## src/design/qrs_pkg.sv

```systemverilog
package qrs_pkg;

   localparam int COEF_W   = 16;
   localparam int FRAC_W   = 16;
   localparam int DISC_W   = 34;
   localparam int ROOT_W   = 33;
   localparam int SREM_W   = 36;
   localparam int NB_W     = 33;
   localparam int DEN_W    = 17;
   localparam int NUM_W    = 34;
   localparam int SQRT_CELLS = 33;
   localparam int DIV_CELLS  = NUM_W;

   localparam logic [1:0] NAT_NONE   = 2'd0;
   localparam logic [1:0] NAT_ONE    = 2'd1;
   localparam logic [1:0] NAT_TWO    = 2'd2;
   localparam logic [1:0] NAT_LINEAR = 2'd3;

   typedef struct packed {
      logic                     vld;
      logic [1:0]               nature;
      logic signed [DISC_W-1:0] disc;
      logic                     has_min;
      logic signed [NB_W-1:0]   nb;
      logic                     den_neg;
      logic [DEN_W-1:0]         den_mag;
   } item_type;

   typedef struct packed {
      item_type            item;
      logic [DISC_W-1:0]   rad;
      logic [SREM_W-1:0]   rem;
      logic [ROOT_W-1:0]   root;
   } sqrt_type;

   typedef struct packed {
      item_type          item;
      logic [NUM_W-1:0]  num0;
      logic [NUM_W-1:0]  num1;
      logic [DEN_W-1:0]  rem0;
      logic [DEN_W-1:0]  rem1;
      logic [NUM_W-1:0]  quo0;
      logic [NUM_W-1:0]  quo1;
      logic              neg0;
      logic              neg1;
   } div_type;

endpackage

```

## src/design/qrs_sqrt_cell.sv

```systemverilog
module qrs_sqrt_cell (
   input  logic              clock,
   input  logic              reset,
   input  logic              en,
   input  qrs_pkg::sqrt_type prev,
   output qrs_pkg::sqrt_type next
);
   import qrs_pkg::*;

   sqrt_type            cell_ff;
   sqrt_type            cell_in;
   logic [SREM_W-1:0]   rem_sh;
   logic [SREM_W-1:0]   trial;

   always_comb begin
      rem_sh  = {prev.rem[SREM_W-3:0], prev.rad[DISC_W-1 -: 2]};
      trial   = {1'b0, prev.root, 2'b01};
      cell_in = prev;
      cell_in.rad = {prev.rad[DISC_W-3:0], 2'b00};
      if (rem_sh >= trial) begin
         cell_in.rem  = rem_sh - trial;
         cell_in.root = {prev.root[ROOT_W-2:0], 1'b1};
      end else begin
         cell_in.rem  = rem_sh;
         cell_in.root = {prev.root[ROOT_W-2:0], 1'b0};
      end
   end

   always_ff @(posedge clock) begin
      if (reset) begin
         cell_ff <= '0;
      end else if (en) begin
         cell_ff <= cell_in;
      end
   end

   assign next = cell_ff;

endmodule

```

## config.mk

```make
export PLATFORM = sky130hd
export DESIGN_NAME = qrs_sqrt_cell
export DESIGN_NICKNAME = d
export VERILOG_FILES = /design/src/design/qrs_pkg.sv /design/src/design/qrs_sqrt_cell.sv
export SDC_FILE = /design/constraint.sdc
export NUM_CORES = 1
export LEC_CHECK = 0
export BUFFER_PORTS_ARGS = -buffer_cell sky130_fd_sc_hd__buf_2
export CORE_AREA = 4 4 147 149
export CTS_BUF_LIST = sky130_fd_sc_hd__clkbuf_8 sky130_fd_sc_hd__clkbuf_16
export CTS_CLUSTER_SIZE = 12
export DETAILED_ROUTE_END_ITERATION = 8
export DIE_AREA = 0 0 151 153
export HOLD_SLACK_MARGIN = 0.06
export PLACE_DENSITY = 0.87
export SLEW_MARGIN = 30
export SYNTH_ARGS = -nofsm -noshare
export SYNTH_HDL_FRONTEND = slang
export SYNTH_SLANG_ARGS = --single-unit
export TNS_END_PERCENT = 10
```

## constraint.sdc

```tcl
create_clock -name clock -period 3.73 [get_ports clock]
set_input_delay 0.9325 -clock clock [delete_from_list [all_inputs] [get_ports clock]]
set_output_delay 0.9325 -clock clock [all_outputs]
set_load 0.05 [all_outputs]
```

==> flow_summary.yaml, run 1 <==
setup_path:
  crit_type: "in -> reg"
  critPathMaxStageDelay_ns: 0.41
  cp.arrival_ns: 3.63
  critPathBufInv: 3
  crit_required_ns: 4.04
  critPathSlowestCell: "nor4_2"
  startpoint_type: "input port"
  cp_max_fo: 8
  crit_chain: "buf_2 -> inv_1 -> ha_1 -> a21oi_1 -> o21ai_1 -> nor4_2 -> a211oi_4 -> o31ai_4 -> o21ai_4 -> buf_12 -> mux2_1 -> mux2i_1 -> nor2_1"
  cpLargestDelayFamily: "compound AO/OA/AOI/OAI gates"
  endpoint_kind: "flop"
global_route:
  grt_pass1_vias: 8488
  antenna_found_initial: 5
  grt_overflow: 0
  grt_first_pass_wirelength_um: 43090
  grt_max_degree: 87
  grt_usage: 0.2308
synthesis:
  yosys.area.top_type_share: 0.4172
  synth-seq-cells: 190
  ys.flop_type: "dfxtp_1"
  syn_area_um2: 9116
  syn_inst: 999
  synth_top_area_cell: "dfxtp_1"
  synthTopCellsByArea: "dfxtp_1 (42%), mux2i_1 (19%), nor2_1 (9.1%), ha_1 (4.8%), a21oi_1 (2.7%)"
  async_flop_share: 0
  yosysUniqueCellTypes: 67
  syn_avg_cell_area_um2: 9.125
  synth-edff-count: 0
  yosys_warnings: 0
  yosysMostFrequentCell: "nor2_1"
  synth_commonest_cells: "nor2_1 (220), dfxtp_1 (190), mux2i_1 (173)"
  ys_seq_area_frac: 0.4172
clock_network:
  cts_inserted_buffers: 17
  ctsResizeCount: 0
  tritoncts: "done"
  cts-hold-fix-buffers: 0
  clk_pin_slew_ns: 0.08
  cts_root_buffer: "clkbuf_16"
  postCtsSetupBuffers: 0
  cts.sink_count: 190
  clock_path_buffers: 2
  cts_htree_levels: 4
  insertion_delay_ns: 0.42
timing:
  timing.final.crit_share: 0.8924
  setup_viol: 0
  fmax_mhz: 300.4
  finalCriticalPeriod_ns: 3.329
  rsz0062_at_grt: "no"
  hold_violations: 0
  tightest_slew_ns: 0.6843
  hold_ws_ns: 0.4844
  fin_setup_tns_ns: 0
  slew-limit-headroom: 0.5438
  slew_viol_final: 0
  finClkSkew_ns: 0
route:
  wl_per_cell_um: 16.89
  via_count: 8501
  drc: 0
  ant_nets: 0
  dr.pass1.iters: 5
  drt_iter0_drc: 404
  wirelength_um: 27780
  vias_per_cell: 5.168
floorplanning:
  fp.coreArea_um2: 20170
  die_area_um2: 23100
  start_util: 0.4520
  die_w_um: 151
  ios: 387
  die_height_um: 153
  rows: 52
layout:
  nFillCells: 1736
  final_layout_size_suffix_gt1_frac: 0.3227
  nNetsFinal: 1590
  areaGrowthSynthToFinish_pct: 30.48
  fin_cells: 1645
  largest_reg_flops: 190
placed_design:
  gp_congestion: 0.9087
  dp.cells: 1611
  dp_hpwl_um: 21530
  port-buffer-count: 382
pwr:
  power_leakage_nw: 6.231
  power_density_nw_per_um2: 471.3
  peakVddDrop_uv: 298.5
run_status:
  status: "completed"
run:
  maxCapViolCount: 0
min_path:
  min_path_type: "reg -> reg"
-- stage by stage --
step,instance area (µm²),util,setup WS [ns],power [W]
finish,11900,0.5898,0.4015,0.005607
global route,11900,0.5898,0.2614,0.005863
CTS,11890,0.5895,0.4668,0.005645
detailed placement,11300,0.5604,0.08665,0.003837
global placement,11300,0.5604,0.1287,0.003802
floorplan,9120,-,0.5375,0.003416
-- cells in the final DEF (no fill, tap or decap), types with 18 or more instances in the layout --
cell | synthesis | final
buf_2 | 1 | 380
nor2_1 | 220 | 220
dfxtp_1 | 190 | 190
mux2i_1 | 173 | 173
a21oi_1 | 49 | 49
inv_1 | 46 | 46
ha_1 | 35 | 35
nand2_1 | 31 | 31
a211oi_1 | 26 | 26
xor2_1 | 18 | 18
-- cell type report --
cell class | instances | area (µm²) | share of cell area
Antenna cell | 2 | 5.005 | 0.0004207
Clock buffer | 18 | 439.2 | 0.03692
Clock inverter | 14 | 147.6 | 0.01241
Inverter | 46 | 172.7 | 0.01452
Multi-Input combinational cell | 708 | 4886 | 0.4107
Sequential cell | 190 | 3804 | 0.3198
Tap cell | 270 | 337.8 | 0.02840
Timing Repair Buffer | 397 | 2103 | 0.1768
-- report_power, final --
part,leakage (nW),internal (W),switching (W)
logic,4.37,0.000504,0.00106
clock network,0.286,0.000912,0.000898
registers,1.57,0.00217,0.0000672
-- worst reg2reg max path, delay by kind of cell (launching register included) --
family | cells | cell delay [ns]
compound gates | 3 | 0.48
flops | 1 | 0.33
simple gates | 1 | 0.04
-- cell families after synthesis --
family | synth area share
adder cells (fa/ha/maj) | 0.04804
other | 0.0004114
multiplexers | 0.1924
AO/OA/AOI/OAI | 0.1256
flip-flops | 0.4172
buffers and inverters | 0.04721
AND/OR/NAND/NOR | 0.1393
XOR/XNOR | 0.02978
-- metal layers --
metal,up-vias,wire length (µm),global-route usage
li1,4176,-,-
met5,-,54,0
met4,6,768,0.08377
met2,311,13720,0.3996
met3,58,2055,0.06781
met1,3950,11180,0.2685
-- path summary, 6_finish.rpt --
check                     endpoint  cells past startpoint             startpoint  slack (ns)
max          next[38]$_SDFFE_PP0P_                     13                prev[9]        0.40
min          next[37]$_SDFFE_PP0P_                      2  next[37]$_SDFFE_PP0P_        0.48
max reg2reg  next[67]$_SDFFE_PP0P_                      4  next[67]$_SDFFE_PP0P_        2.81
min reg2reg  next[37]$_SDFFE_PP0P_                      2  next[37]$_SDFFE_PP0P_        0.48
(Power assumes the default switching activity.)
==> run 2, diff against run 1 <==
Settings changed: ABC_AREA set to 1, CORE_AREA 4 4 147 149 to unset, CORE_MARGIN set to 4, CORE_UTILIZATION set to 49, DIE_AREA 0 0 151 153 to unset, PLACE_DENSITY 0.87 to 0.91, REMOVE_ABC_BUFFERS set to 1, SLEW_MARGIN 30 to 20.
==> run 2 against run 1 <==
- synthesized area grew 8.3%
- critical endpoint is now next[0]$_SDFFE_PP0P_
- hold slack got worse by 0.020 ns
- maximum frequency rose by 15%
- synthesized cell count up 52%
- first-iteration DRC count up 28%
- worst setup slack improved by 0.45 ns
- die area fell by 2.7%
- highest routed layer is now met4
- power up 2.4%
- cell count up 31%
- sequential cell count unchanged
==> flow_summary.yaml, run 2 <==
timing:
  fin_ws_ns: 0.8473
  setup_viol: 0
  tightest_slew_ns: 0.6886
  rsz0062_at_grt: "no"
  fmax_mhz: 346.9
  slew-limit-headroom: 0.5409
  timing.final.crit_share: 0.7728
  finClkSkew_ns: 0
  hold_violations: 0
  slew_viol_final: 0
  fin_setup_tns_ns: 0
  finalCriticalPeriod_ns: 2.883
pwr:
  power_leakage_nw: 6.951
  combPwrFrac: 0.288
  p_int_w: 0.003539
  p_clk_frac: 0.320
  peakVddDrop_uv: 336.8
  power_density_nw_per_um2: 459.1
  p_seq_frac: 0.392
  p_sw_frac: 0.3838
  netSwitchingPower_w: 0.002204
synthesis:
  ys.flop_type: "dfxtp_1"
  async_flop_share: 0
  syn_avg_cell_area_um2: 6.515
  synth-seq-cells: 190
  synth_top_area_cell: "dfxtp_1"
  synth-edff-count: 0
  synth_commonest_cells: "nor2_1 (339), nand2_1 (320), dfxtp_1 (190)"
  yosys.area.top_type_share: 0.3853
  syn_area_um2: 9871
  yosysMostFrequentCell: "nor2_1"
  yosysUniqueCellTypes: 40
  syn_inst: 1515
  yosys_warnings: 0
  synthTopCellsByArea: "dfxtp_1 (39%), nor2_1 (13%), nand2_1 (12%), o21ai_0 (8.2%), inv_1 (6.7%)"
  ys_seq_area_frac: 0.3853
layout:
  largest_reg_flops: 190
  final_layout_size_suffix_gt1_frac: 0.2441
  fin_cells: 2149
  areaGrowthSynthToFinish_pct: 26.72
  nFillCells: 1836
  final_core_util: 0.6364
  design_area_um2: 12510
  mostFrequentLayoutCell: "buf_2"
  nNetsFinal: 2081
  layout_common_cells: "buf_2 (381), nor2_1 (339), nand2_1 (320)"
clock_network:
  insertion_delay_ns: 0.43
  cts_inserted_buffers: 17
  cts_htree_levels: 4
  clk_pin_slew_ns: 0.08
  cts-hold-fix-buffers: 0
  cts_root_buffer: "clkbuf_16"
  ctsResizeCount: 0
  postCtsSetupBuffers: 0
  clock_path_buffers: 2
  cts.sink_count: 190
  tritoncts: "done"
global_route:
  grt_pass1_vias: 9958
  grt_overflow: 0
  grt_first_pass_wirelength_um: 51050
  grt_usage: 0.2837
  antenna_found_initial: 17
  grt_max_degree: 178
floorplanning:
  die_w_um: 149.9
  ios: 387
  start_util: 0.5022
  die_area_um2: 22480
  fp.coreArea_um2: 19650
  rows: 51
  die_height_um: 149.9
setup_path:
  critPathMaxStageDelay_ns: 0.36
  crit_chain: "buf_2 -> inv_1 -> ha_1 -> nand2_2 -> inv_1 -> a21oi_1 -> nand2_1 -> nand2_1 -> nand3_2 -> nand3_4 -> nand2_8 -> inv_6 -> nand2_1 -> o211ai_1 -> inv_1"
  critPathBufInv: 5
  cp_max_fo: 44
  endpoint_kind: "flop"
  crit_type: "in -> reg"
  crit_required_ns: 4.05
  startpoint_type: "input port"
  cp.arrival_ns: 3.21
  critPathSlowestCell: "ha_1"
  cpLargestDelayFamily: "simple AND/OR/NAND/NOR gates"
placed_design:
  place_area_um2: 11870
  port-buffer-count: 382
  gp_congestion: 0.9097
  place_ws_ns: 0.4253
  dp.cells: 2097
  dp_hpwl_um: 25280
route:
  wl_per_cell_um: 15.49
  drc: 0
  ant_nets: 0
  drt_iter0_drc: 518
  via_count: 10700
  dr.pass1.iters: 7
  wirelength_um: 33290
  vias_per_cell: 4.980
run:
  maxCapViolCount: 0
run_status:
  status: "completed"
min_path:
  min_path_type: "reg -> reg"
-- run 2: cell types whose count changed in the layout (fill, tap and decap cells not counted), moves of 14 or more --
cell and delta:
a211oi_1 -26, a21oi_1 +17, diode_2 +18, inv_1 +129, mux2i_1 -173, nand2_1 +289, nand2_2 +14, nand3_1 +58
nor2_1 +119, o21ai_0 +147
-- run 2: final cells by class --
type                            instances  area, µm²  share of cell area
Clock buffer                           17      425.4             0.03401
Timing Repair Buffer                  388       2001              0.1599
Tap cell                              265      331.6             0.02651
Multi-Input combinational cell       1072       5037              0.4027
Sequential cell                       190       3804              0.3041
Antenna cell                           20      50.05            0.004001
Inverter                              182      693.2             0.05542
Clock inverter                         15      166.4             0.01330
-- run 2: worst paths after layout --
path / from / end / slack [ns] / cells after the start
worst min-delay path: next[60]$_SDFFE_PP0P_ / next[60]$_SDFFE_PP0P_ / 0.46 / 2
worst max register to register: next[17]$_SDFFE_PP0P_ / next[17]$_SDFFE_PP0P_ / 3.04 / 2
worst max-delay path: prev[8] / next[0]$_SDFFE_PP0P_ / 0.85 / 15
worst min register to register: next[60]$_SDFFE_PP0P_ / next[60]$_SDFFE_PP0P_ / 0.46 / 2
-- run 2: cells by family (layout without fill, tap and decap cells) --
| group | after synthesis | in the layout | share of synthesized area |
|---|---|---|---|
| and+or+nand+nor | 773 | 773 | 0.3217 |
| buffers and inverters | 254 | 602 | 0.1047 |
| AOI/OAI and AO/OA | 241 | 241 | 0.1249 |
| DFF | 190 | 190 | 0.3853 |
| adders and majority gates | 35 | 35 | 0.04437 |
| xor gates and xnor gates | 21 | 21 | 0.01863 |
| other | 1 | 22 | 0.0003799 |
-- run 2: per-stage QoR --
step | hold slack (ns) | total power (W)
floorplan | 0.6905 | 0.003444
global placement | 0.4528 | 0.003910
detailed placement | 0.4571 | 0.003939
CTS | 0.4687 | 0.005770
global route | 0.4919 | 0.006019
finish | 0.4641 | 0.005743
-- run 2: tightest hold or removal path: stages (launching register included) --
cell and delay, ns:
dfxtp_1 0.31, nand2_1 0.06, a21oi_1 0.05
-- run 2: power by group through the flow --
stage / Combinational (W) / Clock [W] / Sequential [W]
finish: 0.00166 / 0.00184 / 0.00225
global placement: 0.00162 / 0 / 0.00229
detailed placement: 0.00165 / 0 / 0.00229
global route: 0.00180 / 0.00195 / 0.00227
CTS: 0.00165 / 0.00187 / 0.00225
floorplan: 0.000619 / 0 / 0.00282
-- run 2: per-layer routing --
metal,wire (µm),up-vias,track usage,part of all wire
met5,0,-,0,0
met4,1245,0,0.1450,0.037
met3,2355,74,0.06511,0.071
met2,16320,363,0.4783,0.49
met1,13370,4852,0.3375,0.40
li1,-,5414,-,-
