## src/design/qrs_pkg.sv

```systemverilog
package qrs_pkg;

   localparam int COEF_W   = 16;
   localparam int FRAC_W   = 16;
   localparam int DISC_W   = 34;
   localparam int ROOT_W   = 33;
   localparam int SREM_W   = 36;
   localparam int NB_W     = 33;
   localparam int DEN_W    = 17;
   localparam int NUM_W    = 34;
   localparam int SQRT_CELLS = 33;
   localparam int DIV_CELLS  = NUM_W;

   localparam logic [1:0] NAT_NONE   = 2'd0;
   localparam logic [1:0] NAT_ONE    = 2'd1;
   localparam logic [1:0] NAT_TWO    = 2'd2;
   localparam logic [1:0] NAT_LINEAR = 2'd3;

   typedef struct packed {
      logic                     vld;
      logic [1:0]               nature;
      logic signed [DISC_W-1:0] disc;
      logic                     has_min;
      logic signed [NB_W-1:0]   nb;
      logic                     den_neg;
      logic [DEN_W-1:0]         den_mag;
   } item_type;

   typedef struct packed {
      item_type            item;
      logic [DISC_W-1:0]   rad;
      logic [SREM_W-1:0]   rem;
      logic [ROOT_W-1:0]   root;
   } sqrt_type;

   typedef struct packed {
      item_type          item;
      logic [NUM_W-1:0]  num0;
      logic [NUM_W-1:0]  num1;
      logic [DEN_W-1:0]  rem0;
      logic [DEN_W-1:0]  rem1;
      logic [NUM_W-1:0]  quo0;
      logic [NUM_W-1:0]  quo1;
      logic              neg0;
      logic              neg1;
   } div_type;

endpackage

```

## src/design/qrs_div_cell.sv

```systemverilog
module qrs_div_cell (
   input  logic             clock,
   input  logic             reset,
   input  logic             en,
   input  qrs_pkg::div_type prev,
   output qrs_pkg::div_type next
);
   import qrs_pkg::*;

   div_type          cell_ff;
   div_type          cell_in;
   logic [DEN_W:0]   r0;
   logic [DEN_W:0]   r1;
   logic [DEN_W:0]   dv;

   always_comb begin
      dv = {1'b0, prev.item.den_mag};
      r0 = {prev.rem0, prev.num0[NUM_W-1]};
      r1 = {prev.rem1, prev.num1[NUM_W-1]};
      cell_in = prev;
      cell_in.num0 = {prev.num0[NUM_W-2:0], 1'b0};
      cell_in.num1 = {prev.num1[NUM_W-2:0], 1'b0};
      if (r0 >= dv) begin
         cell_in.rem0 = DEN_W'(r0 - dv);
         cell_in.quo0 = {prev.quo0[NUM_W-2:0], 1'b1};
      end else begin
         cell_in.rem0 = r0[DEN_W-1:0];
         cell_in.quo0 = {prev.quo0[NUM_W-2:0], 1'b0};
      end
      if (r1 >= dv) begin
         cell_in.rem1 = DEN_W'(r1 - dv);
         cell_in.quo1 = {prev.quo1[NUM_W-2:0], 1'b1};
      end else begin
         cell_in.rem1 = r1[DEN_W-1:0];
         cell_in.quo1 = {prev.quo1[NUM_W-2:0], 1'b0};
      end
   end

   always_ff @(posedge clock) begin
      if (reset) begin
         cell_ff <= '0;
      end else if (en) begin
         cell_ff <= cell_in;
      end
   end

   assign next = cell_ff;

endmodule

```

## config.mk

```make
export PLATFORM = sky130hd
export DESIGN_NAME = qrs_div_cell
export DESIGN_NICKNAME = d
export VERILOG_FILES = /design/src/design/qrs_pkg.sv /design/src/design/qrs_div_cell.sv
export SDC_FILE = /design/constraint.sdc
export NUM_CORES = 1
export LEC_CHECK = 0
export ABC_AREA = 1
export BUFFER_PORTS_ARGS = -buffer_cell sky130_fd_sc_hd__buf_2
export CORE_AREA = 4 4 203 205
export CTS_CLUSTER_DIAMETER = 120
export DETAILED_ROUTE_END_ITERATION = 16
export DIE_AREA = 0 0 207 209
export GPL_TIMING_DRIVEN = 1
export HOLD_SLACK_MARGIN = 0.1
export PLACE_DENSITY = 0.51
export SKIP_LAST_GASP = 1
export SLEW_MARGIN = 20
export SYNTH_ARGS = -nofsm -noshare
export SYNTH_HDL_FRONTEND = slang
export SYNTH_SLANG_ARGS = --single-unit
```

## constraint.sdc

```tcl
create_clock -name clock -period 2.3 [get_ports clock]
set_input_delay 0.46 -clock clock [delete_from_list [all_inputs] [get_ports clock]]
set_output_delay 0.46 -clock clock [all_outputs]
set_load 0.005 [all_outputs]
```

==> results of run 1 <==
-- synth_stat cells (3+ instances only) --
| cell type | instances | area [um2] |
|---|---|---|
| nand2_2 | 8 | 50.1 |
| xor2_1 | 13 | 114 |
| o21ai_0 | 220 | 1100 |
| nand3_2 | 3 | 30.0 |
| ha_1 | 34 | 425 |
| nor2_1 | 491 | 1840 |
| a21oi_1 | 44 | 220 |
| nand3b_1 | 9 | 67.6 |
| buf_1 | 6 | 22.5 |
| nand2_1 | 222 | 833 |
| buf_6 | 3 | 33.8 |
| inv_1 | 114 | 428 |
| nand3_1 | 73 | 365 |
| xnor2_1 | 3 | 26.3 |
| inv_2 | 6 | 22.5 |
| dfxtp_1 | 259 | 5180 |
| o21ai_1 | 12 | 60.1 |
| a21oi_2 | 3 | 26.3 |
| nor2_2 | 4 | 25.0 |
| nor3_1 | 5 | 25.0 |
| clkbuf_1 | 75 | 282 |
| buf_2 | 5 | 25.0 |
-- worst max-delay path, stage by stage --
cell and delay [ps]:
buf_2 100, inv_1 50, buf_4 150, ha_1 320, nand2_1 110, nor2_1 170, nand2_1 80, nor3_2 190
nor2_4 60, nand2_4 100, inv_2 70, buf_12 140, nand2_1 60, nand3_1 70, nand2_1 60, inv_1 40
-- how the worst max path moves through the flow --
stage	end	slack, ps
after floorplan	next[95]	200
after global placement	next[90]	-20
after detailed placement	next[103]	-70
after CTS	next[103]	540
after global routing	next[74]	290
final	next[79]	540
-- cell usage in the layout, fill, tap and decap left out, drive strengths merged, types with 6 or more instances in the layout --
master,instances
buf,606
nor2,497
dfxtp,259
o21ai,232
nand2,231
dlygate4sd3,181
inv,121
nand3,76
a21oi,47
clkbuf,43
ha,34
xor2,13
nand3b,9
clkinv,7
bufinv,6
nor3,6
-- layout make-up --
| cell class | instances | area [um2] | share of cell area |
|---|---|---|---|
| Antenna cell | 4 | 10.0 | 0.000555 |
| Multi-Input combinational cell | 1167 | 5420 | 0.300 |
| Clock inverter | 14 | 255 | 0.0141 |
| Inverter | 120 | 458 | 0.0254 |
| Sequential cell | 259 | 5180 | 0.287 |
| Clock buffer | 42 | 836 | 0.0463 |
| Timing Repair Buffer | 788 | 5230 | 0.290 |
| Tap cell | 525 | 657 | 0.0364 |
-- through the flow --
step	util	power, uW	TNS, ps	hold WS [ps]
finish	0.457	12700	0	129
detailed placement	0.383	7280	-286	454
CTS	0.457	12800	0	100
global placement	0.383	7260	-82.0	451
global route	0.457	13300	0	106
floorplan	-	6170	0	462
-- report_power, final --
group | switching [uW] | leakage (uW) | internal, uW
combinational | 1300 | 0.00671 | 1170
sequential | 151 | 0.00215 | 4820
clock | 2000 | 0.000534 | 3220
total | 3450 | 0.00940 | 9210
-- logic make-up (layout without fill, tap and decap cells) --
kind of cell,count (synthesis),in the layout
AO/OA/AOI/OAI,285,285
XOR/XNOR,16,16
adder cells (fa/ha/maj),36,36
buffers and inverters,212,964
flip-flops,259,259
other,1,6
AND/OR/NAND/NOR,828,828
-- metal layers --
| metal | GRT usage | up-vias | wire, um |
|---|---|---|---|
| li1 | - | 6645 | - |
| met1 | 0.257 | 5906 | 19700 |
| met2 | 0.338 | 448 | 22200 |
| met3 | 0.0396 | 81 | 2800 |
| met4 | 0.0748 | 0 | 1490 |
| met5 | 0 | - | 0 |
==> flow_summary.ini, run 1 <==
[synthesis]
synth_top_family_by_area = simple AND/OR/NAND/NOR gates
syn_area_per_cell_um2 = 6.99
synth_edf_count = 0
synth-adder-area-share = 0.0407
netlist_area_um2 = 11400
yosysUniqueCellTypes = 39
syn_inst = 1637
synth_flop_cell = dfxtp_1
synth_mux_area_frac = 0
synth-xor-area-share = 0.0122
ys_seq_area_frac = 0.453
yosysWarningCount = 0
async_reset_ff_frac = 0
yosys.area_share.simple = 0.292
ys_ff_latch = 259
synth-compound-area-share = 0.127

[drt]
dr.pass1.iters = 5
drc = 0
via_count = 13100
drt-initial-drc-count = 951
drtAntennaViolNets = 0
viasPerCell = 4.48
drt-total-wl_mm = 46.2
avgRoutedWirePerCell_um = 15.8

[placement]
hpwl_mm = 33.6
placed_area_um2 = 15100
pre_cts_ws_ps = -68.5
place_congestion = 0.902
portBuffers = 520
placedCellCount = 2678

[worst_setup_path]
reg2reg_to = next[18]
cp.required_ps = 2780
reg2reg_from = next[18]
end_kind = register
worstPathMaxFanout = 9
start_kind = input pin
path_class = input pin to register
rrSetupSlack_ps = 1600
startpoint = prev[187]
r2r_cells = 2
crit_arrival_ps = 2240

[sta]
setup_viol = 0
slew-limit-headroom = 0.577
period_share = 0.766
clock.fmax_mhz = 568
finalMaxSlewViolations = 0
rsz0062_at_grt = false
period_minus_slack_ps = 1760
tightestPinTransition_ps = 635
fin_skew_ps = 0
hold_viol = 0
layout_setup_ws_ps = 538

[worst_hold_path]
hold_path_class = input pin to register
worst_hold_path.endpoint = next[130]
min-delay-start = prev[129]
hold_depth = 3

[cts]
clkTransAtPathRegs_ps = 60
cts_made_buffers = 30
post_cts_buffers = 0
clockBufferDepth = 3
clk_latency_ps = 570
cts_root_buf = clkbuf_16
h-tree-depth = 1
hold_buffers = 181
post_cts_resized = 0
cts_tree = built
clock-sinks = 259

[layout]
largest_reg_flops = 259
final_area_um2 = 18000
fillCellCount = 4011
stdcell_count = 2919
syn2layout_area_growth_pct = 57.6
fin_nets = 2666
drive_gt1_frac = 0.288

[global_routing]
antenna_found_initial = 4
grt_pass1_wl_mm = 71.8
grt_overflow = 0
grt_max_degree = 138
track_usage = 0.201
grt_pass1_vias = 12800

[pwr]
power_per_cell_area_nw_per_um2 = 702
vdd_ir_drop_max_uv = 636
p_leak_uw = 0.00940

[floorplanning]
rows = 73
start_util = 0.290
io_pins = 525
die_area_um2 = 43300
fp.dieH_um = 209
core_area_um2 = 39500
die-width_um = 207

[run]
maxCapViolCount = 0

[run_status]
status = completed
No activity file was read; power rests on OpenSTA's default activity.
==> run 2: changes to the inputs <==
Settings changed: PLACE_DENSITY 0.51 to 0.53.
Clock period 2.3 ns to 1.6 ns, I/O delays scaled along.
==> flow_summary.ini, run 2 (synthesis results as in run 1) <==
[run_status]
status = completed

[global_routing]
grt_pass1_wl_mm = 74.9
met2_usage = 0.354
grt_pass1_vias = 13500
grt_overflow = 0
grt-busiest-layer = met2
grt_max_degree = 94
antenna_found_initial = 1
track_usage = 0.209
met3_usage = 0.0438
use_met1 = 0.264

[worst_setup_path]
crit_arrival_ps = 2020
slowest_delay_ps = 290
start_kind = input pin
worstPathMaxFanout = 5
path_buf_inv = 5
cp.required_ps = 2040
cp_common_cell = nand2_4
path_cells = buf_6 -> clkinvlp_4 -> buf_12 -> ha_4 -> nand2_4 -> inv_4 -> nand2_4 -> nor4_4 -> nand2_2 -> nand2_4 -> buf_4 -> nand2_1 -> nand3_1 -> a21oi_1
end_kind = register
slowest_stage = ha_4
path_class = input pin to register
crit_family = simple AND/OR/NAND/NOR gates

[cts]
h-tree-depth = 1
clkTransAtPathRegs_ps = 60
clk_latency_ps = 570
cts_root_buf = clkbuf_16
clockBufferDepth = 3
cts_made_buffers = 30
cts_tree = built
clock-sinks = 259

[drt]
drt-total-wl_mm = 48.6
dr.pass1.iters = 5
drt-initial-drc-count = 1096
drc = 0
via_count = 13800
drtAntennaViolNets = 0
avgRoutedWirePerCell_um = 16.1
viasPerCell = 4.58

[layout]
stdcell_count = 3017
syn2layout_area_growth_pct = 71.9
drive_gt1_frac = 0.344
largest_reg_flops = 259
final_common_cell = buf_2
final_area_um2 = 19700
fin_util = 0.499
fin_nets = 2768
layout_common_cells = buf_2 (515), nor2_1 (480), dfxtp_1 (259)

[placement]
hpwl_mm = 35.8
placed_area_um2 = 15900
portBuffers = 520
placedCellCount = 2728
place_congestion = 0.935

[sta]
rsz0062_at_grt = true
period_share = 0.983
period_minus_slack_ps = 1570
finalMaxSlewViolations = 0
fin_skew_ps = 0
setup_viol = 0
timing.hold.ws_ps = 118
clock.fmax_mhz = 636
hold_viol = 0

[pwr]
switching_share = 0.282
seqPwrFrac = 0.390
p_total_uw = 18400
vdd_ir_drop_max_uv = 754
pwr-share-clk = 0.382
power_per_cell_area_nw_per_um2 = 933
power_frac_comb = 0.229
p_leak_uw = 0.00993
p_int_uw = 13200
power_switching_uw = 5170

[worst_hold_path]
hold_path_class = input pin to register

[floorplanning]
die-width_um = 207
die_area_um2 = 43300
fp.dieH_um = 209
start_util = 0.290
io_pins = 525
rows = 73
core_area_um2 = 39500

[run]
maxCapViolCount = 0
==> run 2: changes by cell type in the layout (fill, tap and decap cells not counted), sizes merged <==
cell         previous run  this run
clkbuf                 43        48
dlygate4sd3           181       218
bufinv                  6         2
clkinv                  7         5
inv                   121       111
clkinvlp                0        10
diode                   4         1
buf                   606       671
==> run 2: power by group through the flow <==
stage	Combinational, uW	Sequential [uW]	Clock (uW)
after floorplan	1640	7320	0
after global placement	3450	7270	0
after global routing	4610	7200	7490
final	4200	7150	7010
after CTS	3930	7150	7240
after detailed placement	3470	7280	0
==> run 2: worst min-delay path: stages <==
cell     delay (ps)
buf_2           130
o21ai_1          70
nand2_1          50
nand2_1          40
inv_1            50
==> run 2: routing by layer <==
layer	routed length, um	up-vias
met5	13	-
met4	1760	2
met3	3290	117
met2	23000	526
met1	20500	6310
li1	-	6851
==> run 2: final timing paths <==
| kind | to | slack (ps) | cells past startpoint | from |
|---|---|---|---|---|
| min | next[90] | 120 | 5 | prev[89] |
| max | next[87] | 30 | 14 | prev[185] |
| min reg2reg | next[101] | 460 | 2 | next[101] |
| max reg2reg | next[36] | 880 | 2 | next[36] |
==> run 2: cell type report <==
type	instances	area, um2
multi-input cells	1167	6100
inverters	120	504
clock buffers	47	905
well taps	525	657
flip-flops and latches	259	5180
clock inverters	8	121
fillers	3841	19800
repair buffers	890	6200
diodes	1	2.50
==> run 2: repair_timing <==
item,CTS,global route
hold endpoints to repair,217,1
gates resized for setup,0,113
setup endpoints to repair,0,36
buffers inserted,0,15
hold buffers,217,1
==> run 2: stage by stage <==
| stage | setup slack [ps] | setup TNS (ps) |
|---|---|---|
| after floorplan | -260 | -7410 |
| after global placement | -586 | -18300 |
| after detailed placement | -596 | -19370 |
| after CTS | 16.8 | 0 |
| after global routing | -71.4 | -794 |
| final | 26.9 | 0 |
==> run 3: changes to the inputs <==
Settings changed: CORE_AREA 4 4 203 205 to 4 4 200 202, DIE_AREA 0 0 207 209 to 0 0 204 206, PLACE_DENSITY 0.53 to 0.54.
==> flow_summary.ini, run 3 (synthesis results as in run 1) <==
[run_status]
status = completed

[drt]
drt-total-wl_mm = 48.0
drt-initial-drc-count = 837
via_count = 13700
viasPerCell = 4.55
dr.pass1.iters = 7
drtAntennaViolNets = 0
avgRoutedWirePerCell_um = 16.0
drc = 0

[floorplanning]
core_area_um2 = 38300
die_area_um2 = 42000
io_pins = 525
rows = 72
start_util = 0.299
fp.dieH_um = 206
die-width_um = 204

[sta]
period_share = 0.971
finalMaxSlewViolations = 0
setup_viol = 0
period_minus_slack_ps = 1550
rsz0062_at_grt = true
fin_skew_ps = 0
slew-limit-headroom = 0.623
layout_setup_ws_ps = 46.0
hold_viol = 0
timing.hold.ws_ps = 135
tightestPinTransition_ps = 566
clock.fmax_mhz = 643

[worst_setup_path]
worstPathMaxFanout = 13
cp.required_ps = 2070
reg2reg_from = next[191]
r2r_cells = 2
end_kind = register
startpoint = prev[187]
reg2reg_to = next[191]
path_class = input pin to register
crit_arrival_ps = 2020
rrSetupSlack_ps = 840
crit_path_end = next[73]
start_kind = input pin

[layout]
largest_reg_flops = 259
final_area_um2 = 19100
layout_common_cells = buf_2 (519), nor2_1 (486), dfxtp_1 (259)
final_common_cell = buf_2
syn2layout_area_growth_pct = 66.7
fillCellCount = 3681
drive_gt1_frac = 0.322
multi_input_area_um2 = 5810
fin_util = 0.498
seqCellArea_um2 = 5180
fin_nets = 2764

[pwr]
vdd_ir_drop_max_uv = 830
p_total_uw = 17300
power_per_cell_area_nw_per_um2 = 909
switching_share = 0.286
p_int_uw = 12400
pwr-share-clk = 0.358
p_leak_uw = 0.00975
power_switching_uw = 4950
power_frac_comb = 0.230
seqPwrFrac = 0.413

[global_routing]
grt_max_degree = 136
track_usage = 0.211
grt-busiest-layer = met2
grt_overflow = 0
grt_pass1_wl_mm = 72.5
grt_pass1_vias = 13200
antenna_found_initial = 2
use_met1 = 0.276
met3_usage = 0.0397
met2_usage = 0.359

[cts]
cts_root_buf = clkbuf_16
cts_made_buffers = 29
clockBufferDepth = 3
clkTransAtPathRegs_ps = 60
h-tree-depth = 1
clock-sinks = 259
clk_latency_ps = 570
cts_tree = built

[run]
maxCapViolCount = 0

[worst_hold_path]
hold_depth = 3
hold_path_class = input pin to register

[placement]
portBuffers = 520
hpwl_mm = 35.2
pre_cts_ws_ps = -549
placed_area_um2 = 15900
place_congestion = 0.909
[run 3: cell count changes in the layout (fill, tap and decap cells not counted), sizes merged, moves of 2 or more]
cell | previous run | this run
buf | 671 | 668
inv | 111 | 115
clkbuf | 48 | 41
bufinv | 2 | 0
[run 3: cell type report]
class / instances / area share
diodes: 2 / 0.000262
clock buffers: 40 / 0.0423
clock inverters: 8 / 0.00328
inverters: 120 / 0.0256
multi-input cells: 1167 / 0.304
flip-flops and latches: 259 / 0.272
well taps: 518 / 0.0340
repair buffers: 887 / 0.319
[run 3: metal layers]
layer | vias to the layer above | wire length (um) | part of all wire
met3 | 87 | 3130 | 0.065
met4 | 0 | 1400 | 0.029
met5 | - | 0 | 0
met1 | 6235 | 20600 | 0.43
met2 | 500 | 22900 | 0.48
li1 | 6830 | - | -
[run 3: worst min path at each step]
stage                          from         to  slack (ps)
after floorplan             prev[0]    next[0]         450
after global placement     next[83]   next[83]         450
after detailed placement   next[83]   next[83]         460
after CTS                 prev[187]  next[187]         100
after global routing      prev[184]  next[184]         110
final                     prev[185]  next[185]         140
[run 3: timing repair]
item / in CTS / in global routing
setup endpoints to repair: 0 / 28
endpoints found under the hold margin: 217 / 1
hold buffers: 217 / 1
buffers inserted: 0 / 2
gates resized for setup: 0 / 28
[run 3: stage by stage]
step                instances  TNS [ps]
finish                   3001         0
global route             3001      -209
CTS                      2996         0
detailed placement       2731    -17420
global placement         2731    -17170
floorplan                1638     -7410
[run 3: worst max-delay path: stages]
cell	delay (ps)
buf_2	100
clkinvlp_4	190
ha_4	340
nand2_2	80
nor2_4	120
nand2_2	80
nor3_4	160
nor2_4	70
nand2_4	120
buf_12	140
nand2_1	50
o21ai_1	70
nand2_1	60
nand2_1	50
inv_1	30
[run 3: power by group through the flow]
stage / Combinational (uW) / Clock (uW) / Sequential (uW)
floorplan: 1640 / 0 / 7320
global placement: 3470 / 0 / 7270
detailed placement: 3480 / 0 / 7290
CTS: 3930 / 6410 / 7150
global route: 4410 / 6680 / 7210
finish: 3980 / 6200 / 7160
